`src/rtl/rrc_ram.sv`:
```
module rrc_ram #(
  parameter int WIDTH = 8,
  parameter int DEPTH = 16
) (
  input  logic                                         clk,
  input  logic                                         we,
  input  logic [((DEPTH > 1) ? $clog2(DEPTH) : 1)-1:0] waddr,
  input  logic [WIDTH-1:0]                             wdata,
  input  logic                                         re,
  input  logic [((DEPTH > 1) ? $clog2(DEPTH) : 1)-1:0] raddr,
  output logic [WIDTH-1:0]                             rdata
);

  logic [WIDTH-1:0] mem [DEPTH];

  always_ff @(posedge clk) begin
    if (we) begin
      mem[waddr] <= wdata;
    end
    if (re) begin
      rdata <= mem[raddr];
    end
  end

endmodule

```
`config.mk`:
```
export PLATFORM = sky130hd
export DESIGN_NAME = rrc_ram
export DESIGN_NICKNAME = d
export VERILOG_FILES = /design/src/rtl/rrc_ram.sv
export SDC_FILE = /design/constraint.sdc
export NUM_CORES = 1
export LEC_CHECK = 0
export BUFFER_PORTS_ARGS = -buffer_cell sky130_fd_sc_hd__clkbuf_2
export CAP_MARGIN = 20
export CORE_ASPECT_RATIO = 1.75
export CORE_MARGIN = 1
export CORE_UTILIZATION = 53
export DETAILED_ROUTE_END_ITERATION = 6
export HOLD_SLACK_MARGIN = 0.15
export PLACE_DENSITY = 0.69
export SLEW_MARGIN = 20
export SYNTH_ARGS = -nofsm -noshare
export SYNTH_HDL_FRONTEND = slang
export SYNTH_SLANG_ARGS = --single-unit
```
`constraint.sdc`:
```
create_clock -name clk -period 2.4 [get_ports clk]
set_clock_uncertainty 0.15 [all_clocks]
set_input_delay 0.24 -clock clk [delete_from_list [all_inputs] [get_ports clk]]
set_output_delay 0.24 -clock clk [all_outputs]
set_load 0.1 [all_outputs]
```
==> results.py, run 1 <==
metrics = {
    "placement": {
        "detailed_place_hpwl_um": 6383,
        "dpl.cell_count": 387,
        "number_of_buffer_cells_added_on_primary_ports": 26,
        "routabilityCongestion": 0.7607,
    },
    "detailed_routing": {
        "first_iter_violations": 184,
        "routed_wl_um": 9813,
        "detail_route.first_pass.iterations": 4,
        "postRouteAntennaNets": 0,
        "drcViolationCount": 0,
        "via_per_inst": 5.970,
        "wl_per_cell_um": 22.93,
        "detailroute.via_count": 2555,
    },
    "sta": {
        "setup-violations-final": 0,
        "timing.final.crit_period_ps": 1643,
        "worst_slew_margin_rel": 0.4834,
        "max_freq_mhz": 608.7,
        "max_slew.worst_pin.slew_ps": 773.2,
        "rsz_0062_raised_after_global_routing": "no",
        "post-route-period-util": 0.6845,
        "final_max_slew_viol_count": 0,
        "totalNegativeSetupSlack_ps": 0,
        "hold_viol_final": 0,
    },
    "worst_setup_path": {
        "critical_path_source_type": "flop",
        "cp_max_fo": 1,
        "timing.critical_path.max_delay_family": "multiplexers",
        "required_ps": 2400,
        "crit_buf_inv": 0,
        "worst-setup-path-type": "flop to flop",
        "r2r_slack_ps": 760,
        "slowest_cell_on_the_critical_path": "mux4_1",
        "critical-path-max-stage-delay_ps": 520,
        "cp_cell_sequence": "mux4_1 -> a22oi_1 -> nand2_1",
        "worstSetupEndpointType": "flop",
        "crit_arrival_ps": 1640,
    },
    "yosys": {
        "synth_cells": 229,
        "part_of_the_yosys_area_used_for_sequential_elements": 0.7812,
        "syn_area_per_cell_um2": 22.83,
        "mappedNetlistNets": 248,
        "synth.ff_latch_count": 136,
        "synth-edff-count": 136,
        "asyncSetResetFlopFracSynth": 0,
        "post_synth_main_area_contributors": "edfxtp_1, mux4_2, mux4_1",
        "yosys.area.top_type_share": 0.7812,
        "ys.warnings.count": 0,
        "synth.largest_area_cell": "edfxtp_1",
        "synth_cell_types": 18,
        "postSynth.topFlopCell": "edfxtp_1",
        "synthesis.area_um2": 5228,
    },
    "grt": {
        "gr-total-overflow": 0,
        "grt_first_pass_wirelength_um": 15220,
        "vias_in_the_first_global_route": 2725,
        "initial_antenna_violation_count": 0,
        "grt_max_degree": 33,
        "grt_use_total": 0.2148,
    },
    "clock_tree": {
        "post-cts-setup-buffers": 0,
        "clkLatencyLatePin_ps": 410,
        "cts-resized-gates": 0,
        "cts_tree": "done",
        "cts_sinks": 136,
        "total_number_of_h_tree_levels": 4,
        "clkSlewWorstSetupHoldPaths_ps": 50,
        "root_buffer": "clkbuf_16",
        "cts-root-to-sink-buffers": 2,
        "cts.hold.buffers_added": 9,
        "numCtsBuffers": 17,
    },
    "final_layout": {
        "fill_cells": 656,
        "antenna_cells": 0,
        "final_net_count": 312,
        "final_cell_count_no_fill": 428,
        "leading_cell_types_in_the_layout_fill_and_taps_excluded": "edfxtp_1, clkbuf_2, buf_4, mux4_2, clkbuf_16",
        "share_of_post_route_cells_with_drive_strength_above_1": 0.2908,
        "final_core_util": 0.6555,
        "commonest_non_fill_non_tap_cell_in_the_layout": "edfxtp_1",
        "area_growth_pct": 19.46,
    },
    "hold_path": {
        "min_path_type": "primary input to flop",
    },
    "die": {
        "core-area_um2": 9527,
        "fp.dieH_um": 133.4,
        "initial_utilization": 0.5487,
        "pin_count": 27,
        "dieWidth_um": 77.08,
        "floorplan.rows": 47,
        "fp.dieArea_um2": 10280,
    },
    "power": {
        "leakage_nw": 2.138,
        "vdd.ir_drop.worst_v": 0.0006026,
        "cellPowerDensity_nw_per_um2": 880.4,
    },
    "job": {
        "maxCapViolations": 0,
    },
    "outcome": {
        "outcome": "complete, no violations",
    },
}
-- synth_stat cells, drive strengths merged (2+ instances only) --
master	number
a22oi	16
buf	7
nand2b	2
nand2	9
nand3b	2
edfxtp	136
clkdlybuf4s25	3
nor2	13
nor3	4
mux4	32
-- report_power, final --
group	switching (W)	internal, W	leakage (nW)	total [W]
combinational	0.000220	0.000111	0.626	0.000331
clock	0.000873	0.00160	0.276	0.00248
sequential	0.0000132	0.00268	1.24	0.00269
-- cell type report --
type	count	area [µm²]	share of cell area
Clock buffer	19	432.9	0.06932
Tap cell	122	152.6	0.02444
Clock inverter	13	135.1	0.02164
Multi-Input combinational cell	83	1057	0.1693
Timing Repair Buffer	55	382.9	0.06131
Sequential cell	136	4084	0.6540
-- cell families (layout without fill, tap and decap cells) --
logic type	Yosys count	after routing	share of synthesized area
multiplexers	32	32	0.1479
buffers and inverters	10	87	0.01651
AND/OR/NAND/NOR	35	35	0.03136
flip-flops	136	136	0.7812
AO/OA/AOI/OAI	16	16	0.02298
-- path summary, 6_finish.rpt --
| path | depth (start not counted) | startpoint | end |
|---|---|---|---|
| max | 3 | mem[2][1] | rdata[1] |
| min | 3 | waddr[0] | mem[4][4] |
| max reg2reg | 3 | mem[2][1] | rdata[1] |
| min reg2reg | 3 | mem[14][5] | rdata[5] |
-- per-stage QoR --
step | hold WS (ps) | setup WS (ps) | cell area (µm²) | total power (W)
after floorplan | 188.9 | 517.1 | 5228 | 0.002956
after global placement | 490.9 | 440.8 | 5587 | 0.003052
after detailed placement | 516.8 | 429.1 | 5587 | 0.003062
after CTS | 239.0 | 749.0 | 6245 | 0.005546
after global routing | 259.6 | 722.4 | 6245 | 0.005670
final | 256.5 | 757.3 | 6245 | 0.005498
-- routing by layer --
layer,wire (µm),global-route usage,vias to the layer above
met5,0,0,-
li1,-,-,1107
met3,343,0.04795,20
met1,3730,0.2469,1349
met2,5461,0.3705,79
met4,278,0.1184,0
-- state kept, by name (all words and copies together), names as in the netlist --
signal and cells:
mem 128, rdata 8
-- worst reg2reg max path: stages, from the launching register on --
cell and delay, ps:
edfxtp_1 370, mux4_1 520, a22oi_1 270, nand2_1 80
No activity file was read; power rests on OpenSTA's default activity.
==> run 2, diff against run 1 <==
--- a/config.mk
+++ b/config.mk
@@ -12,7 +12,7 @@
 export CORE_UTILIZATION = 53
 export DETAILED_ROUTE_END_ITERATION = 6
 export HOLD_SLACK_MARGIN = 0.15
-export PLACE_DENSITY = 0.69
+export PLACE_DENSITY = 0.71
 export SLEW_MARGIN = 20
 export SYNTH_ARGS = -nofsm -noshare
 export SYNTH_HDL_FRONTEND = slang
==> constraint.sdc (replaced) <==
create_clock -name clk -period 1.4 [get_ports clk]
set_clock_uncertainty 0.15 [all_clocks]
set_input_delay 0.14 -clock clk [delete_from_list [all_inputs] [get_ports clk]]
set_output_delay 0.14 -clock clk [all_outputs]
set_load 0.1 [all_outputs]
==> results.py, run 2 (synthesis gave the netlist of run 1 again) <==
metrics = {
    "die": {
        "floorplan.rows": 47,
        "initial_utilization": 0.5487,
        "fp.dieH_um": 133.4,
        "core-area_um2": 9527,
        "fp.dieArea_um2": 10280,
        "pin_count": 27,
        "dieWidth_um": 77.08,
    },
    "detailed_routing": {
        "via_per_inst": 5.834,
        "wl_per_cell_um": 23.75,
        "drcViolationCount": 0,
        "postRouteAntennaNets": 0,
        "detail_route.first_pass.iterations": 6,
        "detailroute.via_count": 2561,
        "first_iter_violations": 260,
        "routed_wl_um": 10430,
    },
    "worst_setup_path": {
        "cp_cell_sequence": "mux4_2 -> a22oi_1 -> nand2_1",
        "r2r_slack_ps": -170,
        "timing.critical_path.max_delay_family": "multiplexers",
        "worstRegToRegCells": 3,
        "critical_path_source_type": "flop",
        "required_ps": 1400,
        "worst_setup_path_endpoint": "rdata[4]",
        "worstReg2RegStart": "mem[0][4]",
        "worstSetupPathDepth": 3,
        "crit_arrival_ps": 1570,
        "crit_buf_inv": 0,
        "critical_path.reg2reg.endpoint": "rdata[4]",
        "worstSetupEndpointType": "flop",
        "worst-setup-path-type": "flop to flop",
        "slowest_cell_on_the_critical_path": "mux4_2",
        "cp_max_fo": 1,
        "critical-path-max-stage-delay_ps": 460,
        "setup.worst_path.start": "mem[0][4]",
    },
    "clock_tree": {
        "numCtsBuffers": 17,
        "cts-root-to-sink-buffers": 2,
        "clkLatencyLatePin_ps": 410,
        "cts_sinks": 136,
        "clkSlewWorstSetupHoldPaths_ps": 60,
        "cts_tree": "done",
        "total_number_of_h_tree_levels": 4,
        "root_buffer": "clkbuf_16",
    },
    "final_layout": {
        "max_flop_register": "mem",
        "final_core_util": 0.6723,
        "largest_regs": "mem (128), rdata (8)",
        "final_net_count": 325,
        "antenna_cells": 0,
        "final_cell_count_no_fill": 439,
        "leading_cell_types_in_the_layout_fill_and_taps_excluded": "edfxtp_1, buf_4, mux4_2, clkbuf_2, clkbuf_16",
        "largest_register_ff_count": 128,
        "share_of_post_route_cells_with_drive_strength_above_1": 0.3975,
        "commonest_non_fill_non_tap_cell_in_the_layout": "edfxtp_1",
        "area_growth_pct": 22.52,
        "finalInstanceArea_um2": 6405,
    },
    "sta": {
        "hold_slack_ps": 174.8,
        "max_freq_mhz": 637.8,
        "setup-violations-final": 8,
        "final_max_slew_viol_count": 0,
        "max_slew.worst_pin.slew_ps": 943.1,
        "rsz_0062_raised_after_global_routing": "yes",
        "timing.final.crit_period_ps": 1568,
        "postLayoutSetupSlackWorst_ps": -167.9,
        "post-route-period-util": 1.120,
        "worst_slew_margin_rel": 0.3700,
        "hold_viol_final": 0,
    },
    "grt": {
        "vias_in_the_first_global_route": 2804,
        "use_met3": 0.05822,
        "groute.layer.met1.usage": 0.2459,
        "grt_use_met2": 0.4117,
        "grt_first_pass_wirelength_um": 15950,
        "grt_max_degree": 27,
        "initial_antenna_violation_count": 0,
        "gr-total-overflow": 0,
        "grt_use_total": 0.2277,
        "busiest_layer": "met2",
    },
    "outcome": {
        "failed_checks": "negative setup slack",
        "outcome": "finished, violations left",
    },
    "placement": {
        "dpl.cell_count": 398,
        "detailed_place_hpwl_um": 6774,
        "number_of_buffer_cells_added_on_primary_ports": 26,
        "routabilityCongestion": 0.7902,
        "place_worst_setup_slack_ps": -496.8,
        "place_area_um2": 5714,
    },
    "power": {
        "leakage_nw": 2.151,
        "cellPowerDensity_nw_per_um2": 1451,
        "vdd.ir_drop.worst_v": 0.001021,
    },
    "job": {
        "maxCapViolations": 0,
    },
    "hold_path": {
        "min_path_type": "primary input to flop",
        "hold_depth": 3,
    },
}
-- run 2: cell types whose count changed in the layout (fill, tap and decap cells not counted), sizes merged --
cell	change
clkinvlp	-1
dlygate4sd3	+2
clkinv	-4
clkbuf	-4
buf	+19
bufinv	-1
-- run 2: timing repair --
action	4_1_cts	5_1_grt
buffers inserted	0	0
hold buffers	11	0
resized for setup	9	4
endpoints found under the setup margin	9	9
pin swaps	6	1
endpoints found under the hold margin	144	0
-- run 2: area by class of cell --
cell class | instances | area, µm²
clock buffer | 23 | 447.9
clock inverter | 7 | 78.83
fill | 637 | 3122
multi-input combinational | 83 | 1091
sequential | 136 | 4084
tap | 122 | 152.6
timing repair buffer | 68 | 550.5
-- run 2: how the worst min path moves through the flow --
| stage | slack (ps) | from | to |
|---|---|---|---|
| global placement | 390 | wdata[1] | mem[2][1] |
| finish | 170 | waddr[1] | mem[4][0] |
| floorplan | 90 | wdata[0] | mem[0][0] |
| global route | 180 | waddr[1] | mem[4][4] |
| CTS | 160 | waddr[1] | mem[4][0] |
| detailed placement | 410 | re | rdata[1] |
-- run 2: power breakdown --
group | leakage (nW) | switching [W] | internal (W)
sequential | 1.24 | 0.0000283 | 0.00459
clock | 0.253 | 0.00145 | 0.00257
combinational | 0.662 | 0.000407 | 0.000247
total | 2.15 | 0.00189 | 0.00741
-- run 2: per-layer routing --
layer	vias up	routed length (µm)
met1	1335	3749
li1	1113	-
met3	21	407
met5	-	0
met2	92	5945
met4	0	322
-- run 2: worst reg2reg max path, cell delays in order (launching register included) --
cell      delay, ps
edfxtp_1        380
mux4_2          460
a22oi_1         240
nand2_1          80
-- run 2: stage by stage --
step | setup TNS [ps] | power, W
finish | -1132 | 0.009292
global route | -1501 | 0.009564
CTS | -1164 | 0.009332
detailed placement | -5912 | 0.005306
global placement | -4856 | 0.005288
floorplan | -711.9 | 0.005092
