**config.mk**
```make
export PLATFORM = sky130hd
export DESIGN_NAME = rrc_cmp_unit
export DESIGN_NICKNAME = d
export VERILOG_FILES = /design/src/rtl/rrc_pkg.sv /design/src/rtl/rrc_cmp_unit.sv
export SDC_FILE = /design/constraint.sdc
export NUM_CORES = 1
export LEC_CHECK = 0
export ABC_AREA = 1
export BUFFER_PORTS_ARGS = -buffer_cell sky130_fd_sc_hd__buf_2
export CORE_ASPECT_RATIO = 0.6
export CORE_MARGIN = 1
export CORE_UTILIZATION = 45
export DETAILED_ROUTE_END_ITERATION = 12
export PLACE_DENSITY_LB_ADDON = 0.1
export SKIP_CTS_REPAIR_TIMING = 1
export SYNTH_ARGS = -nofsm -noshare
export SYNTH_HDL_FRONTEND = slang
export SYNTH_SLANG_ARGS = --single-unit
```
**constraint.sdc**
```tcl
create_clock -name clk -period 7 [get_ports clk]
set_clock_uncertainty 0.2 [all_clocks]
set_input_delay 2.1 -clock clk [delete_from_list [all_inputs] [get_ports clk]]
set_output_delay 2.1 -clock clk [all_outputs]
set_load 0.02 [all_outputs]
```
**src/rtl/rrc_pkg.sv**
```systemverilog
package rrc_pkg;

  localparam int TABLE_DEPTH   = 64;
  localparam int ADDR_BITS     = 48;
  localparam int SIZE_BITS     = 32;
  localparam int REDZONE_BYTES = 16;

  localparam int IDX_BITS = (TABLE_DEPTH > 1) ? $clog2(TABLE_DEPTH) : 1;
  localparam int CNT_BITS = $clog2(TABLE_DEPTH + 1);
  // Wide enough for an offset and for user size plus both red zones.
  localparam int LIM_BITS = ((ADDR_BITS > SIZE_BITS) ? ADDR_BITS : SIZE_BITS) + 1;

  localparam logic [ADDR_BITS-1:0] RZ_ADDR   = ADDR_BITS'(REDZONE_BYTES);
  localparam logic [SIZE_BITS-1:0] STACK_PAD = SIZE_BITS'(2 * REDZONE_BYTES);
  localparam logic [LIM_BITS-1:0]  RZ_LIM    = LIM_BITS'(REDZONE_BYTES);
  localparam logic [LIM_BITS-1:0]  RZ2_LIM   = LIM_BITS'(2 * REDZONE_BYTES);
  localparam logic [CNT_BITS-1:0]  DEPTH_CNT = CNT_BITS'(TABLE_DEPTH);

  typedef enum logic [1:0] {
    CMD_HEAP  = 2'd0,
    CMD_STACK = 2'd1,
    CMD_FREE  = 2'd2,
    CMD_CHECK = 2'd3
  } cmd_t;

  typedef enum logic [2:0] {
    ST_OK             = 3'd0,
    ST_UNDERFLOW      = 3'd1,
    ST_OVERFLOW       = 3'd2,
    ST_USE_AFTER_FREE = 3'd3,
    ST_TABLE_FULL     = 3'd4,
    ST_BAD_SIZE       = 3'd5
  } status_t;

  typedef enum logic {
    S_IDLE,
    S_SCAN
  } state_t;

  typedef struct packed {
    cmd_t                 cmd;
    logic [ADDR_BITS-1:0] address;
    logic [SIZE_BITS-1:0] size;
  } in_item_t;

  typedef struct packed {
    status_t              status;
    logic [ADDR_BITS-1:0] user_address;
  } out_item_t;

  typedef struct packed {
    logic [ADDR_BITS-1:0] base;
    logic [SIZE_BITS-1:0] user_size;
    logic                 freed;
  } entry_t;

  // Status of the compare unit toward the sequencer.
  typedef struct packed {
    logic                pending;
    logic                hit;
    status_t             status;
    logic [IDX_BITS-1:0] idx;
  } cmp_status_t;

endpackage

```
**src/rtl/rrc_cmp_unit.sv**
```systemverilog
module rrc_cmp_unit (
  input  logic                          clk,
  input  logic                          rst_n,
  input  logic                          flush,
  input  logic                          issue,
  input  logic [rrc_pkg::IDX_BITS-1:0]  issue_idx,
  input  rrc_pkg::entry_t               rd_entry,
  input  logic [rrc_pkg::ADDR_BITS-1:0] addr,
  input  rrc_pkg::cmd_t                 cmd,
  output rrc_pkg::entry_t               stg_entry,
  output rrc_pkg::cmp_status_t          cs
);

  logic                          rd_valid_r;
  logic [rrc_pkg::IDX_BITS-1:0]  rd_idx_r;
  logic                          stg_valid_r;
  logic [rrc_pkg::IDX_BITS-1:0]  stg_idx_r;
  logic [rrc_pkg::ADDR_BITS-1:0] off_r;
  rrc_pkg::entry_t               stg_entry_r;

  logic [rrc_pkg::LIM_BITS-1:0] off_ext;
  logic [rrc_pkg::LIM_BITS-1:0] lim_user;
  logic [rrc_pkg::LIM_BITS-1:0] lim_right;
  logic                         under;
  logic                         in_user;
  logic                         in_right;

  // Stage one: RAM data arrives; stage two: offset from the region base.
  always_ff @(posedge clk) begin
    if (!rst_n) begin
      rd_valid_r  <= 1'b0;
      stg_valid_r <= 1'b0;
    end else if (flush) begin
      rd_valid_r  <= 1'b0;
      stg_valid_r <= 1'b0;
    end else begin
      rd_valid_r  <= issue;
      stg_valid_r <= rd_valid_r;
    end
  end

  always_ff @(posedge clk) begin
    rd_idx_r    <= issue_idx;
    stg_idx_r   <= rd_idx_r;
    off_r       <= addr - rd_entry.base;
    stg_entry_r <= rd_entry;
  end

  always_comb begin
    off_ext   = rrc_pkg::LIM_BITS'(off_r);
    lim_user  = rrc_pkg::LIM_BITS'(stg_entry_r.user_size) + rrc_pkg::RZ_LIM;
    lim_right = rrc_pkg::LIM_BITS'(stg_entry_r.user_size) + rrc_pkg::RZ2_LIM;
    under     = off_ext < rrc_pkg::RZ_LIM;
    in_user   = !under && (off_ext < lim_user);
    in_right  = !under && !in_user && (off_ext < lim_right);

    cs.pending = rd_valid_r || stg_valid_r;
    cs.idx     = stg_idx_r;
    cs.hit     = 1'b0;
    cs.status  = rrc_pkg::ST_OK;
    if (stg_valid_r) begin
      if (cmd == rrc_pkg::CMD_FREE) begin
        // A free matches when the pointer is exactly the user start.
        cs.hit = (off_r == rrc_pkg::RZ_ADDR);
      end else begin
        priority if (under) begin
          cs.hit    = 1'b1;
          cs.status = rrc_pkg::ST_UNDERFLOW;
        end else if (in_right) begin
          cs.hit    = 1'b1;
          cs.status = rrc_pkg::ST_OVERFLOW;
        end else if (in_user && stg_entry_r.freed) begin
          cs.hit    = 1'b1;
          cs.status = rrc_pkg::ST_USE_AFTER_FREE;
        end else begin
          cs.hit = 1'b0;
        end
      end
    end
  end

  assign stg_entry = stg_entry_r;

endmodule

```
==> impl_metrics.tcl, run 1 <==
set metrics [dict create \
    period_needed_ps 6440 \
    post_route_cells_drive_above_1_share 0.190 \
    setup_viol 0 \
    wire_per_inst_um 17.2 \
    tritoncts "done" \
    setup.worst_path.end_class "output port" \
    n_fill_cell 1919 \
    drv_slew 0 \
    outcome "completed" \
    timing.setup.tns_ps 0 \
    wirelength_mm 30.7 \
    antennaDiodeCount 0 \
    std_cell_rows 39 \
    grt_overflow_total 0 \
    mappedNetlistArea_um2 9060 \
    ys_dominant_reg_cell "dfxtp_1" \
    layout.cells.non_filler 1785 \
    timing.final.crit_share 0.920 \
    met2RoutedLength_mm 10.6 \
    min_path_type "register to register" \
    htree_levels 4 \
    hold_ws_ps 127 \
    detailed_place_hpwl_mm 26.2 \
    hold_violations 0 \
    globalRouteTotalUtil 0.300 \
    number_of_synthesized_flops_with_an_enable_pin 0 \
    clkSinkCount 143 \
    grt_setup_unrepaired "no" \
    yosysUniqueCellTypes 41 \
    total_leakage_power_nw 5.57 \
    core_area_um2 19400 \
    postRouteAntennaNets 0 \
    preCtsSetupSlack_ps 1080 \
    slew_headroom 0.439 \
    power.ir.vdd_worst_mv 0.181 \
    power.density_cell_area_nw_per_um2 236 \
    worst_setup_hold_path_clk_slew_ps 60 \
    place.port_buffers 231 \
    ports 233 \
    design.final.nets 1758 \
    asyncSetResetFlopFracSynth 0 \
    dr.first_iter.drc_count 1080 \
    wl_met3_mm 4.37 \
    critPathArrivalTime_ps 4140 \
    worst_slew_pin_slew_ps 833 \
    worstSetupStartpointType "register" \
    highest_layer "met4" \
    m1WireLength_mm 15.5 \
    via_per_inst 5.18 \
    synth_cells 1257 \
    source_to_sink_clock_delay_at_the_later_pin_of_the_worst_skew_pair_ps 440 \
    antenna_found_initial 0 \
    global_route_wire_length_before_repair_mm 45.9 \
    crit_required_ps 4700 \
    dieArea_um2 20700 \
    finalWorstSetupSlack_ps 557 \
    core_occupancy_in_the_finished_layout 0.575 \
    maxClockFrequency_mhz 155 \
    warnings_synthesis 0 \
    post-route-cell-area_um2 11100 \
    route.vias.total 9255 \
    area_growth_syn_to_layout_pct 22.9 \
    cap_violations 0 \
    grt_start_max_net_pins 17 \
    ctsRootBufferMaster "clkbuf_16" \
    drc_errors 0 \
    synthesis.nets 1509 \
    power.total_mw 2.63 \
    routability_driven_placement_congestion_ratio 0.962 \
    placement.cell_area_um2 10500 \
    worst_path_max_fanout 6 \
    synth_seq_cells 143 \
    cts_inserted_buffers 17 \
    initial_utilization 0.467 \
    ys_seq_area_frac 0.316 \
    grt_pass1_vias 8055 \
    worst-setup-path-type "register to output port" \
    max-clock-path-buffers 2 \
    die_width_um 185 \
    placed_cells 1753 \
    die-height_um 112 \
    drt_first_pass_iters 5 \
    syn-mean-instance-area_um2 7.20 \
]
[flip-flops by register name (all words and copies together) (netlist names)]
signal / flops
stg_valid_r: 1
stg_entry: 81
rd_idx_r: 6
off_r: 48
stg_idx_r: 6
rd_valid_r: 1
[cell type report]
class                           instances  area (um^2)  share of cell area
Timing Repair Buffer                  232         1160               0.105
Clock inverter                         14          155              0.0139
Sequential cell                       143         2860               0.257
Inverter                              172          646              0.0580
Tap cell                              266          333              0.0299
Multi-Input combinational cell        940         5540               0.497
Clock buffer                           18          439              0.0394
[per-layer routing]
metal	GRT usage	up-vias
li1	-	4604
met1	0.472	4133
met2	0.359	496
met3	0.135	22
met4	0.0518	0
met5	0	-
[worst paths after layout]
kind	startpoint	end	slack, ps	depth (start not counted)
setup / recovery	stg_entry[6]$_DFF_P_	cs[9]	560	27
hold / removal	rd_idx_r[2]$_DFF_P_	stg_idx_r[2]$_DFF_P_	130	0
setup reg to reg	rd_valid_r$_SDFF_PP0_	stg_valid_r$_SDFF_PP0_	6220	2
hold reg to reg	rd_idx_r[2]$_DFF_P_	stg_idx_r[2]$_DFF_P_	130	0
[cells in the mapped netlist, drive strengths merged, types with 2 or more instances]
master / number / area share
nand3b: 2 / 0.0017
buf: 2 / 0.0014
xnor2: 28 / 0.027
nor3b: 2 / 0.0017
nand4: 14 / 0.0097
nand3: 49 / 0.027
ha: 110 / 0.15
a21o: 12 / 0.0099
nor2: 179 / 0.079
dfxtp: 143 / 0.32
o22ai: 3 / 0.0028
a31oi: 16 / 0.011
o211ai: 3 / 0.0025
o21ai: 54 / 0.031
inv: 172 / 0.071
xor2: 55 / 0.053
nor3: 33 / 0.020
o21a: 3 / 0.0025
or2: 2 / 0.0014
a21oi: 88 / 0.049
o21bai: 5 / 0.0041
nand2: 265 / 0.11
nor4: 7 / 0.0048
a21boi: 5 / 0.0041
[logic make-up (layout without fill, tap and decap cells)]
| logic type | count (synthesis) | count (layout) | share of synthesized area |
|---|---|---|---|
| compound gates | 190 | 190 | 0.118 |
| xor+xnor | 83 | 83 | 0.0803 |
| fa+ha+maj | 111 | 111 | 0.154 |
| buf+inv | 174 | 436 | 0.0727 |
| flops | 143 | 143 | 0.316 |
| other cells | 1 | 1 | 0.000414 |
| simple gates | 555 | 555 | 0.259 |
[cell usage in the layout (no fill, tap or decap), drive strengths merged, types with 3 or more instances in the layout]
cell,count
a31oi,16
o21ai,54
nand4,14
xnor2,28
o211ai,3
o21a,3
clkbuf,18
o22ai,3
a21boi,5
nor3,33
ha,110
nand3,49
o21bai,5
xor2,55
a21oi,88
buf,232
a21o,12
inv,178
nor2,179
nand2,265
nor4,7
dfxtp,143
clkinv,5
[worst max-delay path, stage by stage, from the launching register on]
cell	delay [ps]
dfxtp_1	470
ha_1	250
nand2_2	80
nor2_4	160
inv_2	60
nor2_4	180
inv_2	110
nor2_4	120
inv_2	70
nor2_8	100
nand2_4	70
nor2_1	120
o22ai_2	90
nor2_1	90
a21oi_1	60
ha_1	320
nand2_1	90
inv_1	40
nand2_1	60
nand2_1	40
a21oi_1	140
nand2_1	70
a21oi_1	240
nand2_1	110
o21ai_0	180
nor2_1	70
nor2_1	120
buf_2	180
[report_power, final]
part | switching (mW) | internal (mW) | total, mW
clock network | 0.392 | 0.541 | 0.932
logic | 0.453 | 0.262 | 0.715
registers | 0.0746 | 0.909 | 0.983
total | 0.919 | 1.71 | 2.63
Power figures use the tool's default switching activity.
==> run 2: changes to the inputs <==
--- a/config.mk
+++ b/config.mk
@@ -12,6 +12,7 @@
 export CORE_UTILIZATION = 45
 export DETAILED_ROUTE_END_ITERATION = 12
 export PLACE_DENSITY_LB_ADDON = 0.1
+export REMOVE_ABC_BUFFERS = 1
 export SKIP_CTS_REPAIR_TIMING = 1
 export SYNTH_ARGS = -nofsm -noshare
 export SYNTH_HDL_FRONTEND = slang
==> impl_metrics.tcl, run 2 (same netlist as run 1, synthesis figures left out) <==
set metrics [dict create \
    most-common-layout-cells "261 x nand2_1, 231 x buf_2, 174 x nor2_1" \
    grt_overflow_total 0 \
    die-height_um 112 \
    drv_slew 0 \
    postRouteAntennaNets 0 \
    htree_levels 4 \
    ports 233 \
    via_per_inst 5.25 \
    std_cell_rows 39 \
    seq_area_um2 2860 \
    core_area_um2 19400 \
    detailed_place_hpwl_mm 26.6 \
    period_needed_ps 6430 \
    grt_setup_unrepaired "no" \
    dieArea_um2 20700 \
    critPathArrivalTime_ps 4130 \
    routability_driven_placement_congestion_ratio 0.962 \
    worst_setup_hold_path_clk_slew_ps 60 \
    wire_per_inst_um 17.4 \
    globalRouteTotalUtil 0.303 \
    ctsRootBufferMaster "clkbuf_16" \
    power.total_mw 2.69 \
    grt.met2_usage 0.374 \
    grt_start_max_net_pins 17 \
    max-clock-path-buffers 2 \
    hold_ws_ps 126 \
    antennaDiodeCount 0 \
    outcome "completed" \
    initial_utilization 0.467 \
    route.vias.total 9358 \
    hold_violations 0 \
    worst_slew_pin_slew_ps 771 \
    setup_viol 0 \
    cts_inserted_buffers 17 \
    area_growth_syn_to_layout_pct 23.4 \
    cap_violations 0 \
    die_width_um 185 \
    drt_first_pass_iters 5 \
    worstPathBufferInverterCount 5 \
    timing.final.crit_share 0.919 \
    grt_pass1_vias 8291 \
    cpMostUsedCell "nand2_1" \
    layout_commonest_cell "nand2_1" \
    multiInputGateArea_um2 5540 \
    globalRouteMet1Util 0.477 \
    clkSinkCount 143 \
    n_fill_cell 1904 \
    critical_path.max_stage_delay_ps 470 \
    setup.worst_path.end_class "output port" \
    critPathTopFamily "simple AND/OR/NAND/NOR gates" \
    global_route_wire_length_before_repair_mm 46.6 \
    design.final.nets 1758 \
    largest_reg_flops 81 \
    worst-setup-path-type "register to output port" \
    place.port_buffers 231 \
    globalRoute.busiestLayer "met1" \
    antenna_found_initial 0 \
    power.density_cell_area_nw_per_um2 241 \
    dr.first_iter.drc_count 956 \
    min_path_type "register to register" \
    groute.layer.met3.usage 0.113 \
    slew_headroom 0.481 \
    timing.setup.tns_ps 0 \
    power.ir.vdd_worst_mv 0.199 \
    source_to_sink_clock_delay_at_the_later_pin_of_the_worst_skew_pair_ps 440 \
    wirelength_mm 31.0 \
    critPathSlowestCell "dfxtp_1" \
    drc_errors 0 \
    post_route_cells_drive_above_1_share 0.189 \
    crit_required_ps 4700 \
    maxClockFrequency_mhz 156 \
    worstSetupStartpointType "register" \
    tritoncts "done" \
    total_leakage_power_nw 5.58 \
    worst_path_max_fanout 6 \
]
[run 2: cell types whose count changed in the layout (fill, tap and decap cells not counted), sizes merged]
cell / change
clkinv: -1
bufinv: +2
clkbuf: +2
inv: -4
[run 2: path summary, 6_finish.rpt]
| kind | from | end | slack [ps] | depth (start not counted) |
|---|---|---|---|---|
| worst max register to register | rd_valid_r$_SDFF_PP0_ | stg_valid_r$_SDFF_PP0_ | 6220 | 2 |
| worst max-delay path | stg_entry[6]$_DFF_P_ | cs[9] | 570 | 27 |
| worst min register to register | rd_idx_r[3]$_DFF_P_ | stg_idx_r[3]$_DFF_P_ | 130 | 0 |
| worst min-delay path | rd_idx_r[3]$_DFF_P_ | stg_idx_r[3]$_DFF_P_ | 130 | 0 |
[run 2: worst register-to-register path, stage by stage (launching register included)]
cell     delay, ps
dfxtp_1        300
inv_1           40
nor3_1         160
[run 2: where the power goes]
part | internal, mW | leakage (nW) | total, mW | switching [mW]
combinational | 0.264 | 4.07 | 0.726 | 0.462
sequential | 0.909 | 1.21 | 0.984 | 0.0752
clock | 0.617 | 0.307 | 0.983 | 0.366
total | 1.79 | 5.58 | 2.69 | 0.903
[run 2: layout make-up]
type,count,area share
Clock buffer,20,0.0409
Multi-Input combinational cell,940,0.495
Sequential cell,143,0.256
Timing Repair Buffer,232,0.104
Clock inverter,11,0.0161
Inverter,172,0.0578
Tap cell,266,0.0298
[run 2: per-stage QoR]
stage / utilization / cells / worst slack, ps / cell area [um^2]
after floorplan: - / 1255 / 1530 / 9040
after global placement: 0.544 / 1753 / 1220 / 10500
after detailed placement: 0.544 / 1753 / 1140 / 10500
after CTS: 0.577 / 1784 / 612 / 11200
after global routing: 0.577 / 1784 / 219 / 11200
final: 0.577 / 1784 / 569 / 11200
[run 2: routing by layer]
metal,share of wire,vias to the layer above,wire length (um)
li1,-,4608,-
met1,0.51,4240,15900
met2,0.35,486,10800
met3,0.13,24,3940
met4,0.0086,0,268
met5,0,-,0
==> run 3: changes to the inputs <==
==> constraint.sdc (replaced) <==
create_clock -name clk -period 7 [get_ports clk]
set_clock_uncertainty 0.2 [all_clocks]
set_input_delay 2.1 -clock clk [delete_from_list [all_inputs] [get_ports clk]]
set_output_delay 2.1 -clock clk [all_outputs]
set_load 0.01 [all_outputs]
==> impl_metrics.tcl, run 3 (same netlist as run 1, synthesis figures left out) <==
set metrics [dict create \
    wire_per_inst_um 17.4 \
    maxClockFrequency_mhz 157 \
    worstSetupStartpointType "register" \
    design.final.nets 1758 \
    tritoncts "done" \
    max-clock-path-buffers 2 \
    clkSinkCount 143 \
    hold_violations 0 \
    layout.cells.non_filler 1785 \
    wirelength_mm 31.1 \
    power.ir.vdd_worst_mv 0.195 \
    die-height_um 112 \
    die_width_um 185 \
    route.vias.total 9346 \
    worst_slew_pin_slew_ps 769 \
    timing.final.crit_share 0.909 \
    grt_start_max_net_pins 17 \
    crit_required_ps 4700 \
    htree_levels 4 \
    initial_utilization 0.467 \
    dieArea_um2 20700 \
    power.density_cell_area_nw_per_um2 234 \
    power.total_mw 2.61 \
    place.port_buffers 231 \
    core_area_um2 19400 \
    slew_headroom 0.482 \
    ports 233 \
    antennaDiodeCount 0 \
    drv_slew 0 \
    min_path_type "register to register" \
    most-common-layout-cells "261 x nand2_1, 231 x buf_2, 174 x nor2_1" \
    n_fill_cell 1907 \
    drc_errors 0 \
    detailed_place_hpwl_mm 26.7 \
    antenna_found_initial 0 \
    period_needed_ps 6360 \
    largest_reg_flops 81 \
    grt_overflow_total 0 \
    outcome "completed" \
    setup.worst_path.end_class "output port" \
    worst_setup_hold_path_clk_slew_ps 70 \
    source_to_sink_clock_delay_at_the_later_pin_of_the_worst_skew_pair_ps 430 \
    grt_pass1_vias 8244 \
    post_route_cells_drive_above_1_share 0.190 \
    area_growth_syn_to_layout_pct 22.9 \
    layout_commonest_cell "nand2_1" \
    routability_driven_placement_congestion_ratio 0.971 \
    grt_setup_unrepaired "no" \
    cap_violations 0 \
    placed_cells 1753 \
    cts_inserted_buffers 17 \
    postRouteAntennaNets 0 \
    std_cell_rows 39 \
    dr.first_iter.drc_count 1052 \
    ctsRootBufferMaster "clkbuf_16" \
    setup_viol 0 \
    total_leakage_power_nw 5.56 \
    globalRouteTotalUtil 0.302 \
    critPathArrivalTime_ps 4060 \
    timing.setup.tns_ps 0 \
    worst-setup-path-type "register to output port" \
    global_route_wire_length_before_repair_mm 46.7 \
    via_per_inst 5.24 \
    worst_path_max_fanout 6 \
    drt_first_pass_iters 6 \
]
==> run 3: final cells by class <==
cell class	instances	area, um^2	share of cell area
Inverter	172	646	0.0580
Clock buffer	20	457	0.0410
Multi-Input combinational cell	940	5540	0.497
Tap cell	266	333	0.0299
Sequential cell	143	2860	0.257
Clock inverter	12	134	0.0120
Timing Repair Buffer	232	1160	0.105
==> run 3: critical path: stages (launching register included) <==
cell,delay (ps)
dfxtp_1,450
ha_1,240
nand2_2,90
nor2_4,160
inv_2,60
nor2_4,170
inv_2,90
nor2_4,110
inv_2,70
nor2_8,100
nand2_4,70
nor2_1,120
o22ai_2,80
nor2_1,90
a21oi_1,50
ha_1,320
nand2_1,110
inv_1,60
nand2_1,70
nand2_1,50
a21oi_1,130
nand2_1,70
a21oi_1,260
nand2_1,120
o21ai_0,180
nor2_1,70
nor2_1,80
buf_2,140
==> run 3: layer usage <==
layer | share of wire | track usage
met1 | 0.52 | 0.486
met2 | 0.35 | 0.373
met3 | 0.12 | 0.101
met4 | 0.0072 | 0.0551
met5 | 0 | 0
==> run 3: stage by stage <==
step	util	hold WS [ps]	setup slack (ps)	area, um^2
floorplan	-	110	1750	9040
global placement	0.544	110	1300	10500
detailed placement	0.544	112	1220	10500
CTS	0.575	126	704	11100
global route	0.575	132	335	11100
finish	0.575	126	636	11100
==> run 3: final timing paths <==
| kind | start | end | slack [ps] | cells after the start |
|---|---|---|---|---|
| worst max-delay path | stg_entry[6]$_DFF_P_ | cs[9] | 640 | 27 |
| worst min-delay path | rd_idx_r[3]$_DFF_P_ | stg_idx_r[3]$_DFF_P_ | 130 | 0 |
| worst max register to register | rd_valid_r$_SDFF_PP0_ | stg_valid_r$_SDFF_PP0_ | 6230 | 2 |
| worst min register to register | rd_idx_r[3]$_DFF_P_ | stg_idx_r[3]$_DFF_P_ | 130 | 0 |
==> run 3: power by group <==
group | total, mW | internal [mW] | switching (mW)
Combinational | 0.702 | 0.262 | 0.439
Clock | 0.923 | 0.545 | 0.378
Sequential | 0.985 | 0.909 | 0.0758
